==> src/hw/rtl/ascii_can_frame_parser_macros.svh <==
// Assertion macros shared by the parser RTL.
`ifndef ASCII_CAN_FRAME_PARSER_MACROS_SVH
`define ASCII_CAN_FRAME_PARSER_MACROS_SVH

`ifndef SYNTHESIS
// same-cycle implication
`define ACFP_ASSERT_IMPLIES(label, clk, rst, ante, cons) \
   label: assert property (@(posedge clk) disable iff (rst) (ante) |-> (cons)) \
      else $error("acfp assertion failed");
// next-cycle implication
`define ACFP_ASSERT_NEXT(label, clk, rst, ante, cons) \
   label: assert property (@(posedge clk) disable iff (rst) (ante) |=> (cons)) \
      else $error("acfp assertion failed");
`else
`define ACFP_ASSERT_IMPLIES(label, clk, rst, ante, cons)
`define ACFP_ASSERT_NEXT(label, clk, rst, ante, cons)
`endif

`endif

==> src/hw/rtl/acfp_pkg.sv <==
package acfp_pkg;

   localparam logic [7:0] CH_GT    = 8'h3E;  // '>'
   localparam logic [7:0] CH_BANG  = 8'h21;  // '!'
   localparam logic [7:0] CH_COMMA = 8'h2C;  // ','
   localparam logic [7:0] CH_ZERO  = 8'h30;  // '0'
   localparam logic [7:0] CH_ONE   = 8'h31;  // '1'
   localparam logic [7:0] CH_EIGHT = 8'h38;  // '8'
   localparam int unsigned ID_CHARS = 8;
   localparam int unsigned TDATA_W  = 104;

   typedef enum logic [2:0] {
      PH_START   = 3'd0,
      PH_BANG    = 3'd1,
      PH_ID      = 3'd2,
      PH_COMMA1  = 3'd3,
      PH_LEN     = 3'd4,
      PH_COMMA2  = 3'd5,
      PH_PAYLOAD = 3'd6
   } phase_type;

   typedef struct packed {
      logic [63:0] data;
      logic [3:0]  length;
      logic [31:0] id;
   } frame_type;

   // non-hex characters decode as zero
   function automatic logic [3:0] hex_nibble(input logic [7:0] c);
      logic [3:0] nib;
      nib = 4'd0;
      if (c >= 8'h30 && c <= 8'h39) begin
         nib = c[3:0];
      end else if ((c >= 8'h61 && c <= 8'h66) || (c >= 8'h41 && c <= 8'h46)) begin
         nib = c[3:0] + 4'd9;
      end
      return nib;
   endfunction

endpackage

==> src/hw/rtl/acfp_in_reg.sv <==
module acfp_in_reg
   import acfp_pkg::*;
(
   input  logic       clock,
   input  logic       reset,
   input  logic       req_tvalid,
   output logic       req_tready,
   input  logic [7:0] req_tdata,
   input  logic       step,
   output logic       byte_valid,
   output logic [7:0] byte_data
);

   logic       valid_ff, valid_in;
   logic [7:0] data_ff;
   logic       take;

   assign req_tready = !valid_ff || step;
   assign take       = req_tvalid && req_tready;

   always_comb begin
      valid_in = valid_ff;
      if (take) begin
         valid_in = 1'b1;
      end else if (step) begin
         valid_in = 1'b0;
      end
   end

   always_ff @(posedge clock) begin
      if (reset) begin
         valid_ff <= 1'b0;
      end else begin
         valid_ff <= valid_in;
      end
   end

   always_ff @(posedge clock) begin
      if (take) begin
         data_ff <= req_tdata;
      end
   end

   assign byte_valid = valid_ff;
   assign byte_data  = data_ff;

endmodule

==> src/hw/rtl/acfp_parser.sv <==
`include "ascii_can_frame_parser_macros.svh"

module acfp_parser
   import acfp_pkg::*;
(
   input  logic       clock,
   input  logic       reset,
   input  logic       byte_valid,
   input  logic [7:0] byte_data,
   input  logic       out_free,
   output logic       step,
   output logic       frame_valid,
   output frame_type  frame
);

   phase_type   phase_ff, phase_in;
   logic [3:0]  count_ff, count_in;
   logic [31:0] id_ff, id_in;
   logic [3:0]  len_ff, len_in;
   logic [63:0] payload_ff, payload_in;
   logic [3:0]  nib;
   logic [3:0]  nib_pos;
   logic [7:0]  len_diff;
   logic        last_char;
   logic        emit;
   logic        len_ok;

   assign nib       = hex_nibble(byte_data);
   assign nib_pos   = {count_ff[3:1], ~count_ff[0]};
   assign len_diff  = byte_data - CH_ZERO;
   assign len_ok    = (byte_data >= CH_ONE) && (byte_data <= CH_EIGHT);
   assign last_char = (({1'b0, count_ff} + 5'd1) == {len_ff, 1'b0});
   assign emit      = (phase_ff == PH_PAYLOAD) && last_char;

   // a frame-ending character waits until the result register has room
   assign step        = byte_valid && (!emit || out_free);
   assign frame_valid = step && emit;

   // next state
   always_comb begin
      phase_in = PH_START;
      unique case (phase_ff)
         PH_BANG:    phase_in = (byte_data == CH_BANG) ? PH_ID : PH_START;
         PH_ID:      phase_in = (count_ff == 4'(ID_CHARS - 1)) ? PH_COMMA1 : PH_ID;
         PH_COMMA1:  phase_in = (byte_data == CH_COMMA) ? PH_LEN : PH_START;
         PH_LEN:     phase_in = len_ok ? PH_COMMA2 : PH_START;
         PH_COMMA2:  phase_in = (byte_data == CH_COMMA) ? PH_PAYLOAD : PH_START;
         PH_PAYLOAD: phase_in = last_char ? PH_START : PH_PAYLOAD;
         default:    phase_in = (byte_data == CH_GT) ? PH_BANG : PH_START;
      endcase
   end

   // datapath
   always_comb begin
      count_in   = count_ff;
      id_in      = id_ff;
      len_in     = len_ff;
      payload_in = payload_ff;
      unique case (phase_ff)
         PH_BANG: begin
            if (byte_data == CH_BANG) begin
               count_in = 4'd0;
               id_in    = 32'd0;
            end
         end
         PH_ID: begin
            id_in    = {id_ff[27:0], nib};
            count_in = count_ff + 4'd1;
         end
         PH_LEN: begin
            if (len_ok) begin
               count_in   = 4'd0;
               len_in     = len_diff[3:0];
               payload_in = 64'd0;
            end
         end
         PH_PAYLOAD: begin
            payload_in = payload_ff | (64'(nib) << {nib_pos, 2'b00});
            count_in   = last_char ? 4'd0 : count_ff + 4'd1;
         end
         default: begin
         end
      endcase
   end

   always_ff @(posedge clock) begin
      if (reset) begin
         phase_ff   <= PH_START;
         count_ff   <= 4'd0;
         id_ff      <= 32'd0;
         len_ff     <= 4'd0;
         payload_ff <= 64'd0;
      end else if (step) begin
         phase_ff   <= phase_in;
         count_ff   <= count_in;
         id_ff      <= id_in;
         len_ff     <= len_in;
         payload_ff <= payload_in;
      end
   end

   assign frame.id     = id_ff;
   assign frame.length = len_ff;
   assign frame.data   = payload_in;

   `ACFP_ASSERT_IMPLIES(a_emit_len_range, clock, reset, frame_valid,
      (len_ff >= 4'd1) && (len_ff <= 4'd8))
   `ACFP_ASSERT_IMPLIES(a_payload_count, clock, reset, phase_ff == PH_PAYLOAD,
      ({1'b0, count_ff} < {len_ff, 1'b0}))
   `ACFP_ASSERT_NEXT(a_emit_to_start, clock, reset, frame_valid, phase_ff == PH_START)

endmodule

==> src/hw/rtl/acfp_out_reg.sv <==
`include "ascii_can_frame_parser_macros.svh"

module acfp_out_reg
   import acfp_pkg::*;
(
   input  logic                 clock,
   input  logic                 reset,
   input  logic                 frame_valid,
   input  frame_type            frame,
   output logic                 out_free,
   output logic                 rsp_tvalid,
   input  logic                 rsp_tready,
   output logic [TDATA_W-1:0]   rsp_tdata
);

   logic      valid_ff, valid_in;
   frame_type frame_ff;

   assign out_free = !valid_ff || rsp_tready;

   always_comb begin
      valid_in = valid_ff;
      if (frame_valid) begin
         valid_in = 1'b1;
      end else if (rsp_tready) begin
         valid_in = 1'b0;
      end
   end

   always_ff @(posedge clock) begin
      if (reset) begin
         valid_ff <= 1'b0;
      end else begin
         valid_ff <= valid_in;
      end
   end

   always_ff @(posedge clock) begin
      if (frame_valid) begin
         frame_ff <= frame;
      end
   end

   assign rsp_tvalid = valid_ff;
   assign rsp_tdata  = {(TDATA_W - $bits(frame_type))'(0), frame_ff};

   `ACFP_ASSERT_IMPLIES(a_no_overwrite, clock, reset, frame_valid,
      !valid_ff || rsp_tready)

endmodule

==> src/hw/rtl/ascii_can_frame_parser.sv <==
// Text-to-CAN frame recognizer.
// req channel: one received ASCII character per item in req_tdata[7:0].
// rsp channel: one decoded frame per item when '>!' + 8 id hex chars + ','
//   + length digit 1..8 + ',' + 2*length payload hex chars has been seen.
//   Malformed prefix, comma or length resets the search for '>'.
// Path: the last payload character is held in the input register, and the
//   parser step runs from there straight into the result register, which
//   drives rsp_tvalid.
// Throughput: one character per cycle while no frame-ending character is held (see Stall).
// Stall: while a frame waits in the result register, characters that do not
//   end a frame keep flowing; a frame-ending character is held in the input
//   register, and req_tready drops, until the result is taken.
// Reset: synchronous, active high; empties both registers and returns the
//   parser to waiting for '>'.
module ascii_can_frame_parser
   import acfp_pkg::*;
(
   input  logic                clock,
   input  logic                reset,
   input  logic                req_tvalid,
   output logic                req_tready,
   input  logic [7:0]          req_tdata,   // [7:0] rx_byte
   output logic                rsp_tvalid,
   input  logic                rsp_tready,
   output logic [TDATA_W-1:0]  rsp_tdata    // [31:0] frame_id, [35:32] frame_length,
                                            // [99:36] frame_data, [103:100] zero
);

   logic      step;
   logic      byte_valid;
   logic [7:0] byte_data;
   logic      out_free;
   logic      frame_valid;
   frame_type frame;

   acfp_in_reg u_in_reg (
      .clock      (clock),
      .reset      (reset),
      .req_tvalid (req_tvalid),
      .req_tready (req_tready),
      .req_tdata  (req_tdata),
      .step       (step),
      .byte_valid (byte_valid),
      .byte_data  (byte_data)
   );

   acfp_parser u_parser (
      .clock       (clock),
      .reset       (reset),
      .byte_valid  (byte_valid),
      .byte_data   (byte_data),
      .out_free    (out_free),
      .step        (step),
      .frame_valid (frame_valid),
      .frame       (frame)
   );

   acfp_out_reg u_out_reg (
      .clock       (clock),
      .reset       (reset),
      .frame_valid (frame_valid),
      .frame       (frame),
      .out_free    (out_free),
      .rsp_tvalid  (rsp_tvalid),
      .rsp_tready  (rsp_tready),
      .rsp_tdata   (rsp_tdata)
   );

endmodule

==> config.mk <==
export PLATFORM = sky130hd
export DESIGN_NAME = ascii_can_frame_parser
export DESIGN_NICKNAME = d
export VERILOG_FILES = /design/src/hw/rtl/acfp_pkg.sv /design/src/hw/rtl/acfp_in_reg.sv /design/src/hw/rtl/acfp_parser.sv /design/src/hw/rtl/acfp_out_reg.sv /design/src/hw/rtl/ascii_can_frame_parser.sv
export VERILOG_INCLUDE_DIRS = /design/src /design/src/hw/rtl
export SDC_FILE = /design/constraint.sdc
export NUM_CORES = 1
export LEC_CHECK = 0
export BUFFER_PORTS_ARGS = -buffer_cell sky130_fd_sc_hd__buf_4
export CORE_MARGIN = 8
export CORE_UTILIZATION = 55
export CTS_BUF_LIST = sky130_fd_sc_hd__clkbuf_2 sky130_fd_sc_hd__clkbuf_4 sky130_fd_sc_hd__clkbuf_8
export CTS_CLUSTER_DIAMETER = 120
export DETAILED_ROUTE_END_ITERATION = 6
export PLACE_DENSITY = 0.77
export SLEW_MARGIN = 20
export SYNTH_ARGS = -nofsm -noshare
export SYNTH_HDL_FRONTEND = slang
export SYNTH_SLANG_ARGS = --single-unit
export TNS_END_PERCENT = 1
==> constraint.sdc <==
create_clock -name clock -period 9.67 [get_ports clock]
set_clock_uncertainty 0.05 [all_clocks]
set_input_delay 0.967 -clock clock [delete_from_list [all_inputs] [get_ports clock]]
set_output_delay 0.967 -clock clock [all_outputs]
set_load 0.005 [all_outputs]
======== Yosys cells after proc, flatten, opt, wreduce, memory -nomap -nowiden ========
Cells that the tools add are included.
cells by class
  add/subtract/negate cells ............... 4
  multiply operators ...................... 0
  div/mod/pow operators ................... 0
  magnitude comparators ................... 8
  equality and inequality tests ........... 13
  shift-type cells ........................ 1
  mux-type cells .......................... 22
  bitwise gates (word level) .............. 2
  reduce and logical (&&, ||, !) cells .... 22
operators with widths
  cell                                                               number
  case mux 64 bit (2 select lines)                                   1
  two-way mux 64 bit                                                 1
  bitwise OR 64 bit                                                  1
  case mux 32 bit (2 select lines)                                   1
  << shifter 4 x 6 -> 64 bit                                         1
  two-way mux 32 bit                                                 1
  equality test 8 x 6 -> 1 bit, second input constant                3
  two-way mux 4 bit                                                  5
  case mux 3 bit (6 select lines)                                    1
  greater-or-equal comparator 8 x 6 -> 1 bit, second input constant  2
  greater-or-equal comparator 8 x 7 -> 1 bit, second input constant  2
  <= comparator 8 x 6 -> 1 bit, second input constant                2
  <= comparator 8 x 7 -> 1 bit, second input constant                2
  case mux 4 bit (4 select lines)                                    1
  two-way mux 3 bit                                                  4
  equality test 3 bit, second input constant                         3
  logical AND 1 bit                                                  8
  equality test 3 x 2 -> 1 bit, second input constant                2
  two-way mux 1 bit                                                  6
  AND reduction 3 bit                                                2
  nonzero test 2 bit                                                 3
  adder 4 x 1 -> 5 bit, second input constant                        1
  equality test 5 bit                                                1
  adder 4 x 1 -> 4 bit, second input constant                        1
  11 further kinds                                                   17
word-level totals
  bits in registers ....................... 217
  latch bits .............................. 0
  bits in writable memories ............... 0
  memory bits (read-only) ................. 0
  bits of input ports ..................... 12
  output and inout bits ................... 106
  logic and storage cells ................. 83
  memories ................................ 0

======== Depth between registers and ports, before layout ========
Gate-level depths: netlist of run 1.
  word-level depth ........................ 9
  gate-level depth with buffers ........... 10
  gate-level depth less buffers ........... 7

======== Modules after synthesis ========
Synthesis of run 1 repeated with hierarchy kept, for this count alone.
unflattened totals
  cells, all modules ...................... 779
  area, all modules ....................... 8647.0 um2
modules (own cells, without submodules)
  module        instances  cells an instance  area an instance (um2)  seq. area each (um2)
  acfp_parser   1          657                5268.8                  2142.1
  acfp_out_reg  1          109                3083.0                  3022.9
  acfp_in_reg   1          13                 295.3                   260.2

======== Least setup slack after synthesis of run 1 ========
OpenSTA, ideal clock, no wires.
  path type ............................... reg-to-reg
  start point ............................. register u_parser.count_ff[0]
  end point ............................... register u_out_reg.frame_ff, in the netlist u_out_reg.rsp_tdata[0], enable pin
  setup time .............................. 0.471 ns
  arrival time ............................ 4.104 ns
  required time ........................... 9.149 ns
  path slack .............................. 5.046 ns
  stages on the path, launching flop included .. 6
  path buffers ............................ 0
  clock period less this slack ............ 4.624 ns
  cells stage by stage .................... dfxtp_1 -> ha_1 -> xnor2_1 -> o211ai_1 -> a2111oi_0 -> and3_1
between the ends
  longest elaborated chain between the ends .. 7
ends and longest elaborated chain
  element                 RTL line                      text
  from (decl)             acfp_parser.sv:17             logic [3:0] count_ff, count_in;
  from (signal assigned)  acfp_parser.sv:95             count_ff <= count_in;
  adder 4 x 1 -> 5 bit *  acfp_parser.sv:32             assign last_char = (({1'b0, count_ff} + 5'd1) == {len_ff, 1'b0});
  equality test 5 bit *   acfp_parser.sv:32
  logical AND 1 bit *     acfp_parser.sv:33             assign emit = (phase_ff == PH_PAYLOAD) && last_char;
  zero test 1 bit         acfp_parser.sv:36             assign step = byte_valid && (!emit || out_free);
  logical OR 1 bit        acfp_parser.sv:36
  logical AND 1 bit       acfp_parser.sv:36
  logical AND 1 bit *     acfp_parser.sv:37             assign frame_valid = step && emit;
  named net frame_valid   ascii_can_frame_parser.sv:33  logic frame_valid;
  to (signal assigned)    acfp_out_reg.sv:40            frame_ff <= frame;
  to (decl)               acfp_out_reg.sv:17            frame_type frame_ff;
Mark *: on every way through the listed nets, which the timed path passes. The rest lies on a longest branch.
A chain may end at the register's enable or synchronous reset.

======== Final worst setup path of run 1 ========
  start point ............................. register u_parser.count_ff[0]
  end point ............................... output req_tready
between the ends
  longest elaborated chain between the ends .. 7
ends and longest elaborated chain
  element               RTL line                      text
  adder 4 x 1 -> 5 bit  acfp_parser.sv:32
  equality test 5 bit   acfp_parser.sv:32
  logical AND 1 bit     acfp_parser.sv:33
  zero test 1 bit       acfp_parser.sv:36
  logical OR 1 bit      acfp_parser.sv:36
  logical AND 1 bit     acfp_parser.sv:36
  logical OR 1 bit      acfp_in_reg.sv:18             assign req_tready = !valid_ff || step;
  to (decl)             ascii_can_frame_parser.sv:21  output logic req_tready,
Every way passes these cells.

==> results of run 1 <==
logic make-up (layout without fill, tap and decap cells):
logic type | Yosys count | in the layout | synth area share (%)
flops | 217 | 217 | 64.34
compound gates | 207 | 207 | 19.84
simple gates | 153 | 153 | 10.14
buf+inv | 66 | 190 | 3.784
fa+ha+maj | 5 | 5 | 0.7419
xor+xnor | 5 | 5 | 0.5193
mux | 5 | 5 | 0.5936
other cells | 1 | 4 | 0.04447
worst paths after layout:
kind,startpoint,end,slack [ns],cells past startpoint
hold reg to reg,u_parser.id_ff[31]$_SDFFE_PP0P_,u_out_reg.rsp_tdata[31]$_DFFE_PP_,0.38,0
setup / recovery,u_parser.count_ff[0]$_SDFFE_PP0P_,req_tready,5.50,6
hold / removal,u_parser.id_ff[31]$_SDFFE_PP0P_,u_out_reg.rsp_tdata[31]$_DFFE_PP_,0.38,0
setup reg to reg,u_parser.count_ff[0]$_SDFFE_PP0P_,u_out_reg.rsp_tdata[59]$_DFFE_PP_,5.55,6
final cells by class:
cell class	instances	area (µm²)
sequential	217	5425
fill	1158	5072
timing repair buffer	119	893.4
inverter	8	30.03
multi-input combinational	379	2724
tap	188	235.2
clock inverter	3	21.27
clock buffer	60	688.2
power breakdown:
part / total [µW] / internal [µW] / leakage [µW] / switching, µW
combinational: 40.7 / 13.3 / 0.00144 / 27.4
clock: 787 / 447 / 0.000383 / 339
sequential: 970 / 962 / 0.00195 / 7.54
total: 1800 / 1420 / 0.00377 / 374
metal layers:
metal	global-route usage (%)	up-vias
met4	5.657	0
met3	4.959	24
li1	-	2766
met1	25.48	2908
met2	32.51	253
met5	0	-
state kept, by name, indices dropped and copies added (netlist names):
signal	count
u_in_reg.byte_data	8
u_parser.payload_ff	64
u_in_reg.byte_valid	1
u_out_reg.rsp_tdata	100
u_out_reg.rsp_tvalid	1
u_parser.len_ff	4
u_parser.count_ff	4
u_parser.phase_ff	3
u_parser.id_ff	32
placed cells by master (no fill, tap or decap), types with 22 or more instances in the layout:
master,instances
a22o_1,116
dfxtp_1,109
a21oi_1,37
clkbuf_8,38
nand4_1,33
buf_4,119
edfxtp_1,108
nor2_1,23
nand2_1,35
clkbuf_4,22
per-stage QoR:
stage                     std cells  area, µm²  power, µW  hold slack (ns)
after global routing            974      10020       1859           0.3981
after global placement          911       9300       1028           0.3590
final                           974      10020       1797           0.3802
after CTS                       974      10010       1811           0.3809
after floorplan                 662       8443       1017           0.3581
after detailed placement        911       9301       1029           0.3686
==> summary.txt, run 1 <==
Status
  • Status: finished, final reports clean

Synth
  • Leading cell types by count after synthesis: 116 x a22o_1, 109 x dfxtp_1, 108 x edfxtp_1, 37 x a21oi_1, 35 x nand2_1
  • EDFF count, synth: 108
  • Share of the synthesized area in the top cell type: 38.46%
  • Count leader, synth: a22o_1
  • #FFs+latches synth: 217
  • Syn Inst Count: 659
  • Post-Syn Area per Cell: 12.79 µm²
  • Distinct cells, synth: 66
  • Leading area contributor after synthesis: edfxtp_1
  • Synth top area cells: edfxtp_1 38%, dfxtp_1 26%, a22o_1 12%
  • Top_reg_cell synth: dfxtp_1
  • Async set or reset register ratio after synthesis: 0%
  • Yosys warns: 0
  • Sequential-to-total area share from yosys stat: 64.34%
  • Mapped cell area: 8432 µm²

Timing
  • Setup TNS: 0 ns
  • Tmin final: 4.167 ns
  • Final worst slack: 5.503 ns
  • RSZ-0062 raised after global routing: false
  • Relative slew slack: 25.96%
  • Max Freq: 240.0 MHz
  • Fin. Hold Viols: 0
  • Slew @ Worst Pin: 1.102 ns
  • Slew Limit Fails: 0
  • Final setup vio count: 0
  • Final worst-path cycle share: 43.09%

Floorplan
  • Die area: 19550 µm²
  • Row cnt: 45
  • Core area: 15090 µm²
  • Initial Util: 55.88%
  • Chip Width: 139.8 µm
  • Top-level port count: 118
  • Die Y: 139.8 µm

Final layout
  • # nets final: 777
  • Layout Utilization: 66.38%
  • Share of cells above drive strength 1: 26.59%
  • Diodes inserted: 0
  • Area Overhead vs Synth: 18.80%

Pwr
  • Static Leakage: 0.003774 µW
  • PwrDens: 179.4 nW/µm²
  • Max IR drop VDD: 0.1204 mV

Worst setup path
  • Critical path's slowest cell: a2111oi_1
  • CP Capture Type: output pin
  • CP Cell Sequence: ha_1, and4b_1, o21ai_0, a2111oi_1, nand3_1, buf_4
  • WP data required: 8.65 ns
  • Startpoint Class: flip-flop
  • CP top delay family: compound AO/OA/AOI/OAI gates
  • CP Class: flip-flop to output pin
  • Crit path arrival time: 3.15 ns
  • Worst stage delay on the critical path: 0.86 ns
  • Worst path bufs/invs: 1
  • Crit-path max FO: 13

Detailed routing
  • Routed via count: 5951
  • Wire length on met3: 1512 µm
  • DRC: 0
  • Antenna Nets Post-Route: 0
  • Post-route met1 wirelength: 8308 µm
  • Met2 Routed Length: 9726 µm
  • Pre-antenna DRT Iters: 5
  • Drt wl/cell: 20.32 µm
  • Vias per inst: 6.110
  • Max Used Layer: met4
  • 1st-iter DRT viols: 709
  • Routed wire length: 19790 µm

Global routing
  • Number of antenna violations at the first check in global routing: 0
  • Total Routing Usage GR: 19.80%
  • Vias in the first global route: 5782
  • Overflow after GRT: 0
  • Largest net degree at the start of global routing: 70
  • First-pass GRT wire length: 31530 µm

Placed design
  • Routability congestion estimate: 0.8817
  • DP HPWL: 12600 µm
  • Setup WS pre-CTS: 5.574 ns
  • IO Port Bufs: 113

Clock tree
  • Clock H-tree levels: 2
  • CTS Buf Count: 35
  • Post-cts sizing count: 0
  • Hold-fix buffers at CTS: 0
  • CTS tree: built
  • CTS sink cnt: 217
  • CTS Root Cell: clkbuf_8
  • CTS clk-pin slew, worst paths: 0.06 ns
  • Clk_lat worst skew: 0.51 ns
  • Max Root-Sink Buffers: 3
  • Post-CTS Setup Inserts: 0

Worst hold path
  • Min-delay worst type: flip-flop to flip-flop

Job
  • Max cap viols: 0
No activity file was read; power rests on OpenSTA's default activity.
==> run 2, diff against run 1 <==
Settings changed: CORE_UTILIZATION 55 to 53, PLACE_DENSITY 0.77 to 0.78.
Clock period 9.67 ns to 3.4 ns, I/O delays scaled along.
==> summary.txt, run 2 (synthesized netlist as in run 1, its figures left out) <==
Timing
  • RSZ-0062 raised after global routing: false
  • Tmin final: 3.144 ns
  • Fin. Hold Viols: 0 (unchanged)
  • Slew @ Worst Pin: 0.9362 ns (-0.1661 ns)
  • Relative slew slack: 37.11% (+11 points)
  • Max Freq: 318.1 MHz
  • Final worst-path cycle share: 92.46%
  • Final setup vio count: 0 (unchanged)
  • Setup TNS: 0 ns (unchanged)
  • Slew Limit Fails: 0 (unchanged)

Worst setup path
  • Crit-path max FO: 10 (-3)
  • RR Startpoint: u_parser.count_ff[1]$_SDFFE_PP0P_
  • CP Class: flip-flop to output pin
  • CP Cell Sequence: ha_1, xnor2_1, o211ai_1, a2111oi_1, buf_4, nand3_1, buf_4
  • Crit path arrival time: 2.75 ns (-0.40 ns)
  • Most frequent cell on the critical path: buf_4
  • Crit path from: u_parser.count_ff[1]$_SDFFE_PP0P_
  • Critical path's slowest cell: dfxtp_1
  • CP top delay family: compound AO/OA/AOI/OAI gates
  • Worst stage delay on the critical path: 0.50 ns (-0.36 ns)
  • WP data required: 3.01 ns (-5.64 ns)
  • Worst path bufs/invs: 2 (+1)
  • CP Capture Type: output pin
  • Startpoint Class: flip-flop

Final layout
  • Layout Utilization: 65.27% (-1.1 points)
  • Commonest non-fill, non-tap cell in the layout: buf_4
  • # nets final: 799 (+2.8%)
  • Area Overhead vs Synth: 21.64%
  • Share of cells above drive strength 1: 26.67% (+0.085 points)
  • Final cell count without fillers: 1022 (+4.9%)
  • Max reg flops: 100 (unchanged)
  • Commonest non-fill, non-tap cells in the layout: 130 x buf_4, 116 x a22o_1, 109 x dfxtp_1
  • Diodes inserted: 0 (unchanged)
  • Design Area, Final: 10260 µm² (+2.4%)

Clock tree
  • CTS Buf Count: 35 (unchanged)
  • Max Root-Sink Buffers: 3 (unchanged)
  • Clk_lat worst skew: 0.50 ns (about the same)
  • CTS sink cnt: 217 (unchanged)
  • CTS clk-pin slew, worst paths: 0.06 ns (about the same)
  • CTS tree: built
  • CTS Root Cell: clkbuf_8
  • Clock H-tree levels: 2 (unchanged)

Floorplan
  • Die area: 20200 µm² (+3.3%)
  • Initial Util: 53.66% (-2.2 points)
  • Die Y: 142.1 µm (+1.7%)
  • Row cnt: 46 (+2.2%)
  • Top-level port count: 118 (unchanged)
  • Chip Width: 142.1 µm (+1.7%)
  • Core area: 15710 µm² (+4.1%)

Placed design
  • IO Port Bufs: 113 (unchanged)
  • DP HPWL: 12900 µm (+2.3%)
  • Cell count after placement: 953 (+4.6%)
  • Placed cell area: 9475 µm² (+1.9%)
  • Routability congestion estimate: 0.8573 (-2.8%)

Global routing
  • Largest net degree at the start of global routing: 66 (-5.7%)
  • First-pass GRT wire length: 30740 µm (-2.5%)
  • GRT busiest layer: met2
  • Number of antenna violations at the first check in global routing: 0 (unchanged)
  • Total Routing Usage GR: 19.01% (-0.79 points)
  • Overflow after GRT: 0 (unchanged)
  • Met3 usage: 4.797% (-0.16 points)
  • Grt met1 use: 24.35% (-1.1 points)
  • Vias in the first global route: 5805 (+0.40%)
  • Grt met2 use: 30.15% (-2.4 points)

Detailed routing
  • Pre-antenna DRT Iters: 5 (unchanged)
  • 1st-iter DRT viols: 629 (-11%)
  • DRC: 0 (unchanged)
  • Routed via count: 6092 (+2.4%)
  • Routed wire length: 19940 µm (+0.73%)
  • Antenna Nets Post-Route: 0 (unchanged)
  • Drt wl/cell: 19.51 µm (-4.0%)
  • Vias per inst: 5.961 (-2.4%)

Worst hold path
  • Min-delay worst type: input port to flip-flop
  • Min-delay src: req_tvalid

Pwr
  • Static Leakage: 0.003882 µW (+2.8%)
  • Max IR drop VDD: 0.3962 mV (+230%)
  • PwrDens: 498.5 nW/µm² (+180%)
  • Power Total: 5113 µW (+180%)

Status
  • Status: finished, final reports clean

Job
  • Max cap viols: 0 (unchanged)
## run 2: cell count changes in the layout (fill, tap and decap cells not counted), sizes merged
cell,previous run,this run
clkinvlp,1,0
bufinv,0,1
dlygate4sd3,0,8
inv,8,7
clkbuf,60,54
buf,119,133
clkinv,2,7
## run 2: final cells by class
type	instances	area, µm²
Clock buffer	54	643.1
Clock inverter	7	56.30
Fill cell	1126	5456
Inverter	8	30.03
Multi-Input combinational cell	379	2715
Sequential cell	217	5425
Tap cell	216	270.3
Timing Repair Buffer	141	1116
## run 2: path summary, 6_finish.rpt
check	endpoint	slack, ns	cells past startpoint
worst max-delay path	req_tready	0.26	7
worst min-delay path	u_in_reg.byte_valid$_SDFFE_PP0P_	0.08	3
worst max register to register	u_out_reg.rsp_tdata[85]$_DFFE_PP_	0.44	7
worst min register to register	u_out_reg.rsp_tdata[28]$_DFFE_PP_	0.37	0
## run 2: worst register-to-register path, stage by stage (launching register included)
cell	delay [ns]
dfxtp_1	0.50
ha_1	0.33
xnor2_1	0.23
o211ai_1	0.21
a2111oi_1	0.44
buf_4	0.20
and3_4	0.32
buf_4	0.33
## run 2: metrics by stage
| stage | hold WS (ns) | setup slack [ns] |
|---|---|---|
| global route | 0.06115 | 0.03970 |
| global placement | 0.3634 | 0.5763 |
| CTS | 0.04925 | 0.2874 |
| floorplan | 0.3581 | 0.3229 |
| finish | 0.07715 | 0.2565 |
| detailed placement | 0.3669 | 0.5124 |
## run 2: repair_timing
action                                  CTS  global route
hold buffers                              8             0
endpoints found under the setup margin    0             1
hold endpoints to repair                  8             0
buffers inserted                          0             0
gates resized for setup                   0             1
## run 2: report_power, final
part,leakage [µW],switching [µW],internal (µW),total (µW)
Sequential,0.00195,17.7,2740,2750
Clock,0.000377,952,1280,2230
Combinational,0.00155,83.3,46.6,130
Total,0.00388,1050,4060,5110
## run 2: metal layers
layer | routed length (µm) | vias up | share of wire, %
met5 | 0 | - | 0
met4 | 477 | 0 | 2.4
met3 | 1680 | 31 | 8.4
met2 | 9354 | 294 | 47
met1 | 8424 | 2949 | 42
li1 | - | 2818 | -
